==> config.mk <==
export PLATFORM = sky130hd
export DESIGN_NAME = block_mean_variance_vertical_subsample
export DESIGN_NICKNAME = d
export VERILOG_FILES = /design/src/design/bmvs_pkg.sv /design/src/design/block_mean_variance_vertical_subsample.sv /design/src/design/bmvs_queue.sv /design/src/design/bmvs_front.sv /design/src/design/bmvs_div.sv /design/src/design/bmvs_back.sv
export SDC_FILE = /design/constraint.sdc
export NUM_CORES = 2
export LEC_CHECK = 0
export BUFFER_PORTS_ARGS = -buffer_cell sky130_fd_sc_hd__buf_2
export CAP_MARGIN = 30
export CORE_ASPECT_RATIO = 0.7
export CORE_MARGIN = 1.5
export CORE_UTILIZATION = 36
export DETAILED_ROUTE_END_ITERATION = 8
export MAX_ROUTING_LAYER = met4
export SLEW_MARGIN = 20
export SYNTH_ARGS = -nofsm -noshare
export SYNTH_HDL_FRONTEND = slang
export SYNTH_SLANG_ARGS = --single-unit
==> constraint.sdc <==
create_clock -name clk -period 13.27 [get_ports clk]
set_input_delay 2.654 -clock clk [delete_from_list [all_inputs] [get_ports clk]]
set_output_delay 2.654 -clock clk [all_outputs]
set_load 0.05 [all_outputs]
==> src/design/bmvs_pkg.sv <==
// ----------------------------------------------------------------------------
// bmvs_pkg: shared constants and types
// Field widths, register indexes, reset values and the clamped configuration
// bundle used by the block mean/variance engine.
// ----------------------------------------------------------------------------
package bmvs_pkg;

	localparam int MAX_SIDE_DEF = 128;
	localparam int MAX_DEPTH    = 10;

	localparam int PIX_W     = 10;
	localparam int CFG_W     = 8;
	localparam int DEPTH_W   = 4;
	localparam int K_W       = 4;
	localparam int MEAN_W    = 16;
	localparam int VAR_W     = 23;
	localparam int FRAC_W    = 8;
	localparam int CFG_IDX_W = 3;

	localparam int QUEUE_DEPTH = 2;

	// register indexes of the write port
	localparam logic [CFG_IDX_W-1:0] REG_BLOCK_WIDTH  = 3'd0;
	localparam logic [CFG_IDX_W-1:0] REG_BLOCK_HEIGHT = 3'd1;
	localparam logic [CFG_IDX_W-1:0] REG_ROW_STEP     = 3'd2;
	localparam logic [CFG_IDX_W-1:0] REG_PIXEL_DEPTH  = 3'd3;

	localparam logic [CFG_W-1:0]   WIDTH_RST  = 8'd16;
	localparam logic [CFG_W-1:0]   HEIGHT_RST = 8'd16;
	localparam logic [CFG_W-1:0]   STEP_RST   = 8'd1;
	localparam logic [DEPTH_W-1:0] DEPTH_RST  = 4'd8;

	localparam logic [DEPTH_W-1:0] BASE_DEPTH = 4'd8;
	localparam logic [DEPTH_W-1:0] TOP_DEPTH  = DEPTH_W'(MAX_DEPTH);
	localparam logic [K_W-1:0]     MAX_SHIFT  = K_W'(MAX_DEPTH - 8);

	localparam logic [MEAN_W-1:0] MEAN_MAX = 16'hFFFF;
	localparam logic [VAR_W-1:0]  VAR_MAX  = 23'd4194304;

	// configuration after clamping, as the front end consumes it
	typedef struct packed {
		logic [CFG_W-1:0] width;
		logic [CFG_W-1:0] height;
		logic [CFG_W-1:0] step;
		logic [K_W-1:0]   shift;
	} blk_cfg_t;

	// bit width of one queued job for a given maximum block side
	function automatic int job_width(int max_side);
		int side_w;
		int sum_w;
		int sq_w;
		side_w = $clog2(max_side + 1);
		sum_w  = PIX_W + 2 * $clog2(max_side);
		sq_w   = 2 * PIX_W + 2 * $clog2(max_side);
		return 2 * side_w + K_W + sum_w + sq_w;
	endfunction

endpackage

==> src/design/block_mean_variance_vertical_subsample.sv <==
// ----------------------------------------------------------------------------
// block_mean_variance_vertical_subsample: block mean and variance
// Pixels of a block enter on the in_valid/in_ready channel in raster order,
// one per cycle. Rows whose index is a multiple of row_step are summed.
// After the last pixel of the block, one transaction on out_valid/out_ready
// carries mean_fx and variance_fx at 8-bit scale with 8 fractional bits.
// Registers are written through cfg_we/cfg_index/cfg_data (0 width, 1 height,
// 2 row step, 3 pixel depth); a write to these restarts the current block.
// The front end takes one pixel per cycle. A finished block is handed to the
// back end through a two-entry job queue; the back end works on one block at a
// time, paced by the shared one-bit-per-cycle divider that produces the mean
// and then the variance. in_ready drops only on the last pixel of a block
// while the queue is full. Reset clears counters, sums, queue and output
// valid, and loads the default configuration (16x16, every row, 8-bit
// pixels). A stalled output holds its result; the back end waits, then the
// queue fills, then input.
// ----------------------------------------------------------------------------
module block_mean_variance_vertical_subsample import bmvs_pkg::*; #(
	parameter int MAX_SIDE = MAX_SIDE_DEF
) (
	input  logic                 clk,
	input  logic                 arst_n,
	input  logic                 cfg_we,
	input  logic [CFG_IDX_W-1:0] cfg_index,
	input  logic [CFG_W-1:0]     cfg_data,
	input  logic                 in_valid,
	output logic                 in_ready,
	input  logic [PIX_W-1:0]     pixel,
	output logic                 out_valid,
	input  logic                 out_ready,
	output logic [MEAN_W-1:0]    mean_fx,
	output logic [VAR_W-1:0]     variance_fx
);

	localparam int LOG_SIDE = $clog2(MAX_SIDE);
	localparam int SIDE_W   = $clog2(MAX_SIDE + 1);
	localparam int SUM_W    = PIX_W + 2 * LOG_SIDE;
	localparam int SQ_W     = 2 * PIX_W + 2 * LOG_SIDE;
	localparam int JOB_W    = 2 * SIDE_W + K_W + SUM_W + SQ_W;

	// raw configuration registers
	logic [CFG_W-1:0]   width_q;
	logic [CFG_W-1:0]   height_q;
	logic [CFG_W-1:0]   step_q;
	logic [DEPTH_W-1:0] depth_q;

	logic               cfg_hit;
	blk_cfg_t           cfg;

	logic               q_push;
	logic               q_full;
	logic               q_pop;
	logic               q_valid;
	logic [JOB_W-1:0]   q_din;
	logic [JOB_W-1:0]   q_dout;

	// decode the write; an index past the register list is dropped
	always_comb begin
		case (cfg_index)
			REG_BLOCK_WIDTH:  cfg_hit = 1'b1;
			REG_BLOCK_HEIGHT: cfg_hit = 1'b1;
			REG_ROW_STEP:     cfg_hit = 1'b1;
			REG_PIXEL_DEPTH:  cfg_hit = 1'b1;
			default:          cfg_hit = 1'b0;
		endcase
	end

	always_ff @(posedge clk or negedge arst_n) begin
		if (!arst_n) begin
			width_q  <= WIDTH_RST;
			height_q <= HEIGHT_RST;
			step_q   <= STEP_RST;
			depth_q  <= DEPTH_RST;
		end else if (cfg_we) begin
			case (cfg_index)
				REG_BLOCK_WIDTH:  width_q  <= cfg_data;
				REG_BLOCK_HEIGHT: height_q <= cfg_data;
				REG_ROW_STEP:     step_q   <= cfg_data;
				REG_PIXEL_DEPTH:  depth_q  <= cfg_data[DEPTH_W-1:0];
				default: begin
				end
			endcase
		end
	end

	// clamp sides to 1..MAX_SIDE, step zero acts as one, depth to 8..MAX_DEPTH
	always_comb begin
		if (width_q == '0) begin
			cfg.width = CFG_W'(1);
		end else if (width_q > CFG_W'(MAX_SIDE)) begin
			cfg.width = CFG_W'(MAX_SIDE);
		end else begin
			cfg.width = width_q;
		end
		if (height_q == '0) begin
			cfg.height = CFG_W'(1);
		end else if (height_q > CFG_W'(MAX_SIDE)) begin
			cfg.height = CFG_W'(MAX_SIDE);
		end else begin
			cfg.height = height_q;
		end
		cfg.step = (step_q == '0) ? CFG_W'(1) : step_q;
		if (depth_q < BASE_DEPTH) begin
			cfg.shift = '0;
		end else if (depth_q > TOP_DEPTH) begin
			cfg.shift = MAX_SHIFT;
		end else begin
			cfg.shift = K_W'(depth_q - BASE_DEPTH);
		end
	end

	bmvs_front #(
		.MAX_SIDE(MAX_SIDE)
	) u_front (
		.clk     (clk),
		.arst_n  (arst_n),
		.cfg     (cfg),
		.clear   (cfg_we && cfg_hit),
		.in_valid(in_valid),
		.in_ready(in_ready),
		.pixel   (pixel),
		.q_full  (q_full),
		.push    (q_push),
		.job     (q_din)
	);

	bmvs_queue #(
		.W    (JOB_W),
		.DEPTH(QUEUE_DEPTH)
	) u_queue (
		.clk   (clk),
		.arst_n(arst_n),
		.push  (q_push),
		.din   (q_din),
		.full  (q_full),
		.pop   (q_pop),
		.valid (q_valid),
		.dout  (q_dout)
	);

	bmvs_back #(
		.MAX_SIDE(MAX_SIDE)
	) u_back (
		.clk        (clk),
		.arst_n     (arst_n),
		.job_valid  (q_valid),
		.job        (q_dout),
		.pop        (q_pop),
		.out_valid  (out_valid),
		.out_ready  (out_ready),
		.mean_fx    (mean_fx),
		.variance_fx(variance_fx)
	);

	// a delivered variance never exceeds its saturation level
	a_var_sat: assert property (@(posedge clk) disable iff (!arst_n)
		out_valid |-> (variance_fx <= VAR_MAX))
		else $error("variance above saturation level");

	// input stalls only because the job queue is full
	a_stall_cause: assert property (@(posedge clk) disable iff (!arst_n)
		!in_ready |-> q_full)
		else $error("input stalled with room in the job queue");

	// the front end never pushes a job into a full queue
	a_no_overflow: assert property (@(posedge clk) disable iff (!arst_n)
		q_push |-> !q_full)
		else $error("job pushed into full queue");

endmodule

==> src/design/bmvs_queue.sv <==
// ----------------------------------------------------------------------------
// bmvs_queue: short job queue
// Register-based FIFO between the accumulating front end and the divide
// back end. Push is only issued when not full.
// ----------------------------------------------------------------------------
module bmvs_queue import bmvs_pkg::*; #(
	parameter int W     = 8,
	parameter int DEPTH = QUEUE_DEPTH
) (
	input  logic         clk,
	input  logic         arst_n,
	input  logic         push,
	input  logic [W-1:0] din,
	output logic         full,
	input  logic         pop,
	output logic         valid,
	output logic [W-1:0] dout
);

	localparam int PTR_W = (DEPTH > 1) ? $clog2(DEPTH) : 1;
	localparam int CNT_W = $clog2(DEPTH + 1);

	logic [W-1:0]     mem_q [DEPTH];
	logic [PTR_W-1:0] wr_ptr_q;
	logic [PTR_W-1:0] rd_ptr_q;
	logic [CNT_W-1:0] count_q;

	assign full  = (count_q == CNT_W'(DEPTH));
	assign valid = (count_q != '0);
	assign dout  = mem_q[rd_ptr_q];

	always_ff @(posedge clk or negedge arst_n) begin
		if (!arst_n) begin
			wr_ptr_q <= '0;
			rd_ptr_q <= '0;
			count_q  <= '0;
		end else begin
			if (push) begin
				wr_ptr_q <= (wr_ptr_q == PTR_W'(DEPTH - 1)) ? '0 : wr_ptr_q + PTR_W'(1);
			end
			if (pop) begin
				rd_ptr_q <= (rd_ptr_q == PTR_W'(DEPTH - 1)) ? '0 : rd_ptr_q + PTR_W'(1);
			end
			if (push && !pop) begin
				count_q <= count_q + CNT_W'(1);
			end else if (pop && !push) begin
				count_q <= count_q - CNT_W'(1);
			end
		end
	end

	always_ff @(posedge clk) begin
		if (push) begin
			mem_q[wr_ptr_q] <= din;
		end
	end

endmodule

==> src/design/bmvs_front.sv <==
// ----------------------------------------------------------------------------
// bmvs_front: pixel accumulator
// Walks the block in raster order, sums used rows and their squares, counts
// complete row groups and pushes one job at the last pixel of the block.
// ----------------------------------------------------------------------------
module bmvs_front import bmvs_pkg::*; #(
	parameter int MAX_SIDE = MAX_SIDE_DEF
) (
	input  logic                            clk,
	input  logic                            arst_n,
	input  blk_cfg_t                        cfg,
	input  logic                            clear,
	input  logic                            in_valid,
	output logic                            in_ready,
	input  logic [PIX_W-1:0]                pixel,
	input  logic                            q_full,
	output logic                            push,
	output logic [job_width(MAX_SIDE)-1:0]  job
);

	localparam int LOG_SIDE = $clog2(MAX_SIDE);
	localparam int SIDE_W   = $clog2(MAX_SIDE + 1);
	localparam int SUM_W    = PIX_W + 2 * LOG_SIDE;
	localparam int SQ_W     = 2 * PIX_W + 2 * LOG_SIDE;

	logic [LOG_SIDE-1:0] col_q;
	logic [LOG_SIDE-1:0] row_q;
	logic [CFG_W-1:0]    phase_q;
	logic [SIDE_W-1:0]   groups_q;
	logic [SUM_W-1:0]    sum_q;
	logic [SQ_W-1:0]     sq_q;

	logic                use_row;
	logic [2*PIX_W-1:0]  px_sq;
	logic [SUM_W-1:0]    sum_nxt;
	logic [SQ_W-1:0]     sq_nxt;
	logic                col_last;
	logic                row_last;
	logic                phase_wrap;
	logic [SIDE_W-1:0]   groups_nxt;
	logic                blk_last;
	logic                accept;

	always_comb begin
		use_row    = (phase_q == '0);
		px_sq      = (2*PIX_W)'(pixel) * (2*PIX_W)'(pixel);
		sum_nxt    = use_row ? sum_q + SUM_W'(pixel) : sum_q;
		sq_nxt     = use_row ? sq_q + SQ_W'(px_sq) : sq_q;
		col_last   = ((CFG_W'(col_q) + CFG_W'(1)) == cfg.width);
		row_last   = ((CFG_W'(row_q) + CFG_W'(1)) == cfg.height);
		phase_wrap = ((phase_q + CFG_W'(1)) == cfg.step);
		groups_nxt = groups_q + SIDE_W'(phase_wrap);
		blk_last   = col_last && row_last;
		in_ready   = !(blk_last && q_full);
		accept     = in_valid && in_ready;
		push       = accept && blk_last;
		job        = {groups_nxt, SIDE_W'(cfg.width), cfg.shift, sum_nxt, sq_nxt};
	end

	always_ff @(posedge clk or negedge arst_n) begin
		if (!arst_n) begin
			col_q    <= '0;
			row_q    <= '0;
			phase_q  <= '0;
			groups_q <= '0;
			sum_q    <= '0;
			sq_q     <= '0;
		end else if (clear) begin
			col_q    <= '0;
			row_q    <= '0;
			phase_q  <= '0;
			groups_q <= '0;
			sum_q    <= '0;
			sq_q     <= '0;
		end else if (accept) begin
			sum_q <= blk_last ? '0 : sum_nxt;
			sq_q  <= blk_last ? '0 : sq_nxt;
			if (!col_last) begin
				col_q <= col_q + LOG_SIDE'(1);
			end else begin
				col_q <= '0;
				if (row_last) begin
					row_q    <= '0;
					phase_q  <= '0;
					groups_q <= '0;
				end else begin
					row_q    <= row_q + LOG_SIDE'(1);
					phase_q  <= phase_wrap ? '0 : phase_q + CFG_W'(1);
					groups_q <= groups_nxt;
				end
			end
		end
	end

endmodule

==> src/design/bmvs_div.sv <==
// ----------------------------------------------------------------------------
// bmvs_div: iterative unsigned divider
// Restoring division, one quotient bit per cycle. Pulses done when the
// quotient is ready.
// ----------------------------------------------------------------------------
module bmvs_div import bmvs_pkg::*; #(
	parameter int DVD_W = 57,
	parameter int DVS_W = 30
) (
	input  logic             clk,
	input  logic             arst_n,
	input  logic             start,
	input  logic [DVD_W-1:0] dividend,
	input  logic [DVS_W-1:0] divisor,
	output logic             done,
	output logic [DVD_W-1:0] quotient
);

	localparam int STEP_W = $clog2(DVD_W + 1);

	logic [DVS_W-1:0]  rem_q;
	logic [DVD_W-1:0]  quo_q;
	logic [DVS_W-1:0]  dvs_q;
	logic [STEP_W-1:0] step_q;
	logic              busy_q;
	logic              done_q;

	logic [DVS_W:0]    trial;
	logic [DVS_W:0]    diff;
	logic              ge;

	always_comb begin
		trial = {rem_q, quo_q[DVD_W-1]};
		diff  = trial - {1'b0, dvs_q};
		ge    = (trial >= {1'b0, dvs_q});
	end

	assign done     = done_q;
	assign quotient = quo_q;

	always_ff @(posedge clk or negedge arst_n) begin
		if (!arst_n) begin
			busy_q <= 1'b0;
			done_q <= 1'b0;
			step_q <= '0;
		end else if (start) begin
			busy_q <= 1'b1;
			done_q <= 1'b0;
			step_q <= '0;
		end else if (busy_q) begin
			step_q <= step_q + STEP_W'(1);
			if (step_q == STEP_W'(DVD_W - 1)) begin
				busy_q <= 1'b0;
				done_q <= 1'b1;
			end
		end else begin
			done_q <= 1'b0;
		end
	end

	always_ff @(posedge clk) begin
		if (start) begin
			rem_q <= '0;
			quo_q <= dividend;
			dvs_q <= divisor;
		end else if (busy_q) begin
			rem_q <= ge ? diff[DVS_W-1:0] : trial[DVS_W-1:0];
			quo_q <= {quo_q[DVD_W-2:0], ge};
		end
	end

endmodule

==> src/design/bmvs_back.sv <==
// ----------------------------------------------------------------------------
// bmvs_back: statistics back end
// Pops one job, forms count, products and the variance numerator, runs the
// mean and then the variance through the shared divider, and holds the
// result in the output register until taken.
// ----------------------------------------------------------------------------
module bmvs_back import bmvs_pkg::*; #(
	parameter int MAX_SIDE = MAX_SIDE_DEF
) (
	input  logic                            clk,
	input  logic                            arst_n,
	input  logic                            job_valid,
	input  logic [job_width(MAX_SIDE)-1:0]  job,
	output logic                            pop,
	output logic                            out_valid,
	input  logic                            out_ready,
	output logic [MEAN_W-1:0]               mean_fx,
	output logic [VAR_W-1:0]                variance_fx
);

	localparam int LOG_SIDE = $clog2(MAX_SIDE);
	localparam int SIDE_W   = $clog2(MAX_SIDE + 1);
	localparam int CNT_W    = $clog2(MAX_SIDE * MAX_SIDE + 1);
	localparam int SUM_W    = PIX_W + 2 * LOG_SIDE;
	localparam int SQ_W     = 2 * PIX_W + 2 * LOG_SIDE;
	localparam int LO_W     = SQ_W / 2;
	localparam int HI_W     = SQ_W - LO_W;
	localparam int NUM_W    = CNT_W + SQ_W;
	localparam int DVD_W    = NUM_W + FRAC_W;
	localparam int DVS_W    = 2 * CNT_W;

	typedef enum logic [7:0] {
		ST_IDLE = 8'b00000001,
		ST_CNT  = 8'b00000010,
		ST_PROD = 8'b00000100,
		ST_SUMA = 8'b00001000,
		ST_DIFF = 8'b00010000,
		ST_DIVM = 8'b00100000,
		ST_DIVV = 8'b01000000,
		ST_OUT  = 8'b10000000
	} back_state_t;

	back_state_t state_q;

	logic [SIDE_W-1:0]      groups_q;
	logic [SIDE_W-1:0]      width_q;
	logic [K_W-1:0]         shift_q;
	logic [SUM_W-1:0]       sum_q;
	logic [SQ_W-1:0]        sq_q;
	logic [CNT_W-1:0]       cnt_q;
	logic                   zero_q;
	logic [2*SUM_W-1:0]     b_q;
	logic [CNT_W+LO_W-1:0]  plo_q;
	logic [CNT_W+HI_W-1:0]  phi_q;
	logic [DVS_W-1:0]       csq_q;
	logic [NUM_W-1:0]       a_q;
	logic [DVD_W-1:0]       vnum_q;
	logic [MEAN_W-1:0]      mean_q;
	logic                   out_valid_q;
	logic [MEAN_W-1:0]      mean_out_q;
	logic [VAR_W-1:0]       var_out_q;

	logic [2*SIDE_W-1:0]    cnt_full;
	logic [2*SUM_W-1:0]     b_full;
	logic [CNT_W+LO_W-1:0]  plo_full;
	logic [CNT_W+HI_W-1:0]  phi_full;
	logic [DVS_W-1:0]       csq_full;
	logic [NUM_W:0]         diff;
	logic [DVD_W-1:0]       mean_dvd;
	logic                   div_start;
	logic [DVD_W-1:0]       div_dvd;
	logic [DVS_W-1:0]       div_dvs;
	logic                   div_done;
	logic [DVD_W-1:0]       div_quo;
	logic [MEAN_W-1:0]      mean_sat;
	logic [VAR_W-1:0]       var_sat;
	logic                   out_free;

	always_comb begin
		cnt_full = (2*SIDE_W)'(groups_q) * (2*SIDE_W)'(width_q);
		b_full   = (2*SUM_W)'(sum_q) * (2*SUM_W)'(sum_q);
		plo_full = (CNT_W+LO_W)'(cnt_q) * (CNT_W+LO_W)'(sq_q[LO_W-1:0]);
		phi_full = (CNT_W+HI_W)'(cnt_q) * (CNT_W+HI_W)'(sq_q[SQ_W-1:LO_W]);
		csq_full = DVS_W'(cnt_q) * DVS_W'(cnt_q);
		diff     = {1'b0, a_q} - (NUM_W+1)'(b_q);
		// dividing by cnt << k equals shifting the dividend right by k first
		mean_dvd = DVD_W'({sum_q, FRAC_W'(0)} >> shift_q);
		mean_sat = (|div_quo[DVD_W-1:MEAN_W]) ? MEAN_MAX : div_quo[MEAN_W-1:0];
		var_sat  = (div_quo > DVD_W'(VAR_MAX)) ? VAR_MAX : div_quo[VAR_W-1:0];
		out_free = !out_valid_q || out_ready;
		pop      = (state_q == ST_IDLE) && job_valid;

		div_start = 1'b0;
		div_dvd   = mean_dvd;
		div_dvs   = DVS_W'(cnt_q);
		case (state_q)
			ST_DIFF: begin
				div_start = 1'b1;
			end
			ST_DIVM: begin
				div_start = div_done;
				div_dvd   = vnum_q;
				div_dvs   = csq_q;
			end
			default: begin
				div_start = 1'b0;
			end
		endcase
	end

	bmvs_div #(
		.DVD_W(DVD_W),
		.DVS_W(DVS_W)
	) u_div (
		.clk     (clk),
		.arst_n  (arst_n),
		.start   (div_start),
		.dividend(div_dvd),
		.divisor (div_dvs),
		.done    (div_done),
		.quotient(div_quo)
	);

	always_ff @(posedge clk or negedge arst_n) begin
		if (!arst_n) begin
			state_q     <= ST_IDLE;
			out_valid_q <= 1'b0;
		end else begin
			if ((state_q == ST_OUT) && out_free) begin
				out_valid_q <= 1'b1;
			end else if (out_valid_q && out_ready) begin
				out_valid_q <= 1'b0;
			end
			case (state_q)
				ST_IDLE: begin
					if (job_valid) begin
						state_q <= ST_CNT;
					end
				end
				ST_CNT:  state_q <= ST_PROD;
				ST_PROD: state_q <= ST_SUMA;
				ST_SUMA: state_q <= ST_DIFF;
				ST_DIFF: state_q <= ST_DIVM;
				ST_DIVM: begin
					if (div_done) begin
						state_q <= ST_DIVV;
					end
				end
				ST_DIVV: begin
					if (div_done) begin
						state_q <= ST_OUT;
					end
				end
				ST_OUT: begin
					if (out_free) begin
						state_q <= ST_IDLE;
					end
				end
				default: state_q <= ST_IDLE;
			endcase
		end
	end

	always_ff @(posedge clk) begin
		case (state_q)
			ST_IDLE: begin
				{groups_q, width_q, shift_q, sum_q, sq_q} <= job;
			end
			ST_CNT: begin
				cnt_q <= cnt_full[CNT_W-1:0];
			end
			ST_PROD: begin
				zero_q <= (cnt_q == '0);
				b_q    <= b_full;
				plo_q  <= plo_full;
				phi_q  <= phi_full;
				csq_q  <= csq_full;
			end
			ST_SUMA: begin
				a_q <= NUM_W'(plo_q) + (NUM_W'(phi_q) << LO_W);
			end
			ST_DIFF: begin
				// negative numerator clamps the variance to zero
				vnum_q <= diff[NUM_W] ? '0 :
					(DVD_W'({diff[NUM_W-1:0], FRAC_W'(0)}) >> {shift_q, 1'b0});
			end
			ST_DIVM: begin
				if (div_done) begin
					mean_q <= zero_q ? '0 : mean_sat;
				end
			end
			ST_OUT: begin
				// the divider holds the variance quotient until the next start
				if (out_free) begin
					mean_out_q <= mean_q;
					var_out_q  <= zero_q ? '0 : var_sat;
				end
			end
			default: begin
			end
		endcase
	end

	assign out_valid   = out_valid_q;
	assign mean_fx     = mean_out_q;
	assign variance_fx = var_out_q;

endmodule
# Word-level counts from Yosys, hierarchy flattened
# Memories as Yosys holds them, arrays and structs flattened. A register that Yosys moved wholly into a read port is not among the register bits.
# Index checks and enable logic that the tools add are counted.
[totals]
regBits = 573
mem_bits_rw = 156
in_bits = 26
output_inout_bits = 41
wordCells = 186
n_memories = 1
[mem_list]
columns = ["name", "depth", "width", "rd", "rd_clocked_by_memory_dff", "write_ports", "line", "text"]
rows = [
  ["u_queue.mem_q", 2, 78, 1, 1, 1, "bmvs_queue.sv:23", "logic [W-1:0] mem_q [DEPTH];"],
]
[classes]
addsub = 17
n_mul = 6
magnitude_cmp = 6
eq_ne = 21
n_shift = 2
muxes = 61
reduce_logical = 38
[ops]
columns = ["op", "n"]
rows = [
  ["57-bit two-way mux", 3],
  ["8-bit two-way mux", 18],
  ["34-bit two-way mux", 4],
  ["24-bit two-way mux", 4],
  ["15-bit by 17-bit multiplier with 32-bit output", 2],
  ["8-bit case mux with 8 select lines", 1],
  ["57-bit by 23-bit greater-than comparator with 1-bit output, second input constant", 1],
  ["32-bit by 4-bit >> shifter with 57-bit output", 1],
  ["57-bit by 5-bit >> shifter with 57-bit output", 1],
  ["49-bit by 48-bit subtractor with 50-bit output", 1],
  ["32-bit by 49-bit adder with 49-bit output", 1],
  ["7-bit two-way mux", 7],
  ["24-bit by 24-bit multiplier with 48-bit output", 1],
  ["41-bit OR reduction", 1],
  ["34-bit by 20-bit adder with 34-bit output", 1],
  ["8-bit zero test", 4],
  ["31-bit by 30-bit greater-or-equal comparator with 1-bit output", 1],
  ["15-bit by 15-bit multiplier with 30-bit output", 1],
  ["30-bit two-way mux", 1],
  ["30-bit subtractor", 1],
  ["24-bit by 10-bit adder with 24-bit output", 1],
  ["8-bit equality test", 3],
  ["23-bit two-way mux", 1],
  ["10-bit by 10-bit multiplier with 20-bit output", 1],
  ["45 further kinds", 90],
]

# Depth between registers and ports, before layout
[depth]
word_depth = 13
depth_mapped = 29
depth_no_buf = 28

# Modules after synthesis
# Synthesis repeated with hierarchy kept, for this count alone.
[hier_totals]
hier_cells = 8494
area_unflattened_um2 = 85351.9
[modules_own_cells]
columns = ["module", "instances", "cells_per_inst", "area_per_inst_um2", "seq_area_each_um2"]
rows = [
  ["bmvs_back", 1, 6377, 61584.1, 12087.8],
  ["bmvs_front", 1, 1171, 9970.8, 2202.1],
  ["bmvs_div", 1, 590, 6658.9, 3413.3],
  ["bmvs_queue", 1, 259, 5853.1, 4784.6],
  ["block_mean_variance_vertical_subsample", 1, 97, 1285.0, 705.7],
]

# Least setup slack after synthesis
# Ideal clock, no wire load.
[synth_path]
path_kind = "register to register"
startpoint = "register u_back.state_q[5]"
endpoint = "register u_back.b_q[0], enable pin"
setup_ns = 0.846
arrival_time_ns = 11.314
t_required_ns = 12.424
path_slack_ns = 1.110
stages_incl_launch_ff = 5
path_buffers = 1
period_less_slack_ns = 12.160
path_cell_list = "dfrtp_1 -> clkbuf_1 -> nor4_1 -> nand2_1 -> nor3b_1"
[synth_between]
elab_chain_len = 1
[synth_rtl]
columns = ["element", "line", "text"]
rows = [
  ["start, declared", "bmvs_back.sv:43", "back_state_t state_q;"],
  ["start signal, assigned", "bmvs_back.sv:126", "state_q <= ST_IDLE;"],
  ["start signal, assigned", "bmvs_back.sv:137", "state_q <= ST_CNT;"],
  ["start signal, assigned", "bmvs_back.sv:140", "ST_CNT: state_q <= ST_PROD;"],
  ["8-bit by 3-bit equality test with 1-bit output", "bmvs_back.sv:165", "case (state_q)"],
  ["end signal, assigned", "bmvs_back.sv:174", "b_q <= b_full;"],
  ["end, declared", "bmvs_back.sv:52", "logic [2*SUM_W-1:0] b_q;"],
]
# Every way passes these cells.
# A chain may end at the register's enable or synchronous reset.

# Worst setup path in the final report
[layout_path]
startpoint = "register u_back.sum_q[0]"
endpoint = "register u_back.b_q[45] (data pin)"
[layout_between]
elab_chain_len = 1
[layout_rtl]
columns = ["element", "line", "text"]
rows = [
  ["start, declared", "bmvs_back.sv:48", "logic [SUM_W-1:0] sum_q;"],
  ["start signal, assigned", "bmvs_back.sv:167", "{groups_q, width_q, shift_q, sum_q, sq_q} <= job;"],
  ["24-bit by 24-bit multiplier with 48-bit output", "bmvs_back.sv:81", "b_full = (2*SUM_W)'(sum_q) * (2*SUM_W)'(sum_q);"],
  ["net u_back.b_full[45]", "bmvs_back.sv:64", "logic [2*SUM_W-1:0] b_full;"],
]
# The timed path passes the listed nets, and every way through them passes these cells.

==> run metrics <==
slowest cell on the critical path=fa_1; CTS Sinks=805; HP Start=u_back.plo_q[4]; routed vias=slightly below 60k; placed insts=11.2k; gr usage total=19.1%; row count=between 100 and 150; DRC violations left=0; share of layout cells above drive strength 1=6.21%; Yosys warning count=0; Netlist cell types=104; final setup TNS=0 ns; dominant synthesized flop cell=edfxtp_1; final non-filler cell total=11.3k; Crit path largest cell delay=approximately 0.54 ns; routability cong.=0.938; Hold Crit Endpoint=u_back.a_q[4]; Post-synth EDFFs=638; Netlist Area Pre-Place=0.0834 mm^2; relative slew slack=32.4%; most frequent cell after synthesis=inv_1; Cells after Synth=around 8.3k; clk slew on worst S/H paths=0.06 ns; Initial Utilization=36.3%; Max-Cap Viols=0; Worst EP arrival=8.70 ns; reg2reg start=u_back.sum_q[0]; setup violators final=0; Num CTS Buffers=85; max-slew violations=0; Yosys reg bits=805; CP Capture Type=flop; Tcrit/Tclk final=about 62%; Post-CTS Resized=0; DPL Wire Length=roughly 160 mm; worst hold path depth=0; crit path max fanout=22; DRT Wirelength=~220 mm; H-tree levels=3; die span in x=just under 600 um; IO buf count=66; synthesized area per cell=10.1 um^2; RSZ-0062 raised after global routing=false; First-pass DRT Iterations=6; CTS tree=built; total global routing overflow=0; outcome=complete, no violations; Post-synth top cells=1369 x inv_1, 1049 x fa_1, 913 x nand2_1; Iter 0 DRT Violations=4437; first-pass GRT wire length=343 mm; CORE AREA=between 0.2 and 0.25 mm^2; Area Growth Syn to Fin=7.88%; die area=0.235 mm^2; top cell type's share of synthesized area=25.2%; post-synthesis sequential area ratio=27.8%; FF-to-FF End=u_back.b_q[45]; final instance area=between 0.09 and 0.1 mm^2; initial antenna violation count=4; critical path class=flop to flop; worst-case reg-to-reg path depth=28; Max Fclk=between 0.1 and 0.15 GHz; post-DR wirelength/cell=19.1 um; largest net degree at the start of global routing=roughly 140; class of the worst hold path=flop to flop; Worst Skew=0.0272 ns; Fin. Hold Viols=0; CP startpoint kind=flop; die height=406 um; postcts setup bufs=0; r2r setup slk=5.00 ns; clk buf depth=3; Clk Latency, worst-skew pair=roughly 0.69 ns; Post-synth ARST share=17.0%; vias in the first global route=60.3k; WP data required=13.70 ns; hold buffer count at CTS=0; io pins=67; vias per inst=5.16; DP Area=0.0871 mm^2; fillcell total=22.5k; Final #Nets=9933; Post-DRT Antenna Nets=0; area leader, netlist=fa_1; largest cells by area after synthesis=fa_1 25%, edfxtp_1 23%, ha_1 9.9%, inv_1 6.2%, nand2_1 4.1%; slew at the pin with the worst max-slew slack=1.00 ns; shortest period the worst path allows=a little over 8 ns; Root Driver=clkbuf_16
[stage by stage]
step                setup slack [ns]  hold slack (ns)  utilization [%]
finish                          5.00            0.422             39.2
global route                    4.67            0.433             39.2
CTS                             5.05            0.424             39.1
detailed placement              4.58            0.409             37.9
floorplan                       1.11            0.400                -
global placement                4.61            0.403             37.9
[cell type report]
| cell class | instances | area [um^2] | area share [%] |
|---|---|---|---|
| Timing Repair Buffer | 168 | 1160 | 1.29 |
| Sequential cell | 805 | 23200 | 25.8 |
| Multi-Input combinational cell | 5765 | 53800 | 59.8 |
| Tap cell | 3054 | 3820 | 4.24 |
| Antenna cell | 2 | 5.00 | 0.00556 |
| Clock buffer | 107 | 2350 | 2.61 |
| Inverter | 1373 | 5150 | 5.73 |
| Clock inverter | 46 | 509 | 0.566 |
[registers in the layout (all words and copies together), names as in the netlist, 16 cells and up]
name                   count
u_queue.mem_q            156
u_back.u_div.quotient     57
u_back.vnum_q             57
u_back.a_q                49
u_back.b_q                47
u_back.sq_q               34
u_front.sq_q              34
u_back.phi_q              32
u_back.plo_q              32
u_back.u_div.dvs_q        30
u_back.u_div.rem_q        30
u_back.csq_q              29
u_back.sum_q              24
u_front.sum_q             24
u_back.variance_fx        23
u_back.mean_fx            16
u_back.mean_q             16
[cells by family after synthesis]
logic type	share of synthesized area, %
other	0.00449
xor gates and xnor gates	3.66
DFF	27.8
adders and majority gates	35.1
and+or+nand+nor	13.4
muxes	3.10
buffers and inverters	7.84
AOI/OAI and AO/OA	9.17
[worst max-delay path by stage]
stage	start	end	slack [ns]	cells past startpoint
global route	u_back.sum_q[19]	u_back.b_q[45]	4.67	28
finish	u_back.sum_q[0]	u_back.b_q[45]	5.00	28
floorplan	u_back.state_q[5]	u_back.b_q[0]	1.11	4
CTS	u_back.sum_q[19]	u_back.b_q[45]	5.05	28
detailed placement	pixel[0]	u_front.sq_q[31]	4.58	21
global placement	pixel[0]	u_front.sq_q[31]	4.61	21
[worst max-delay path, delay by kind of cell (launching register included)]
| kind | cells | cell delay [ns] |
|---|---|---|
| simple gates | 1 | 0.24 |
| buf+inv | 8 | 1.04 |
| fa+ha+maj | 8 | 3.87 |
| flops | 1 | 0.32 |
| compound gates | 10 | 2.39 |
| xor+xnor | 1 | 0.12 |
[cell usage in the layout, fill, tap and decap left out, types with 16 or more instances in the layout]
cell       count
inv_1       1368
fa_1        1049
nand2_1      912
ha_1         660
edfxtp_1     638
and2_1       519
a21oi_1      322
nor2_1       300
xnor2_1      243
o21ai_0      237
nand3_1      142
mux2_2       134
dfrtp_1      131
a21o_1       123
nor3_1       106
xor2_1       106
buf_4         94
clkbuf_16     88
mux2i_1       84
a211oi_1      73
buf_2         68
a31oi_1       57
nor2b_1       47
and3_1        44
nand2b_1      43
o31ai_1       39
nor4_1        36
a22o_1        36
o21a_1        33
nand4_1       32
dfxtp_1       30
o21bai_1      29
or3_1         28
o211ai_1      25
o21ai_1       19
a211o_1       16
a31o_2        16
[layer usage]
layer | share of wire, % | global-route usage [%]
met1 | 49 | 28.2
met2 | 41 | 27.1
met3 | 8.2 | 4.13
met4 | 1.5 | 2.93
met5 | 0 | -
Power is not shown: default switching activity piles up to over one toggle a cycle in this logic, so the estimate is an artifact.
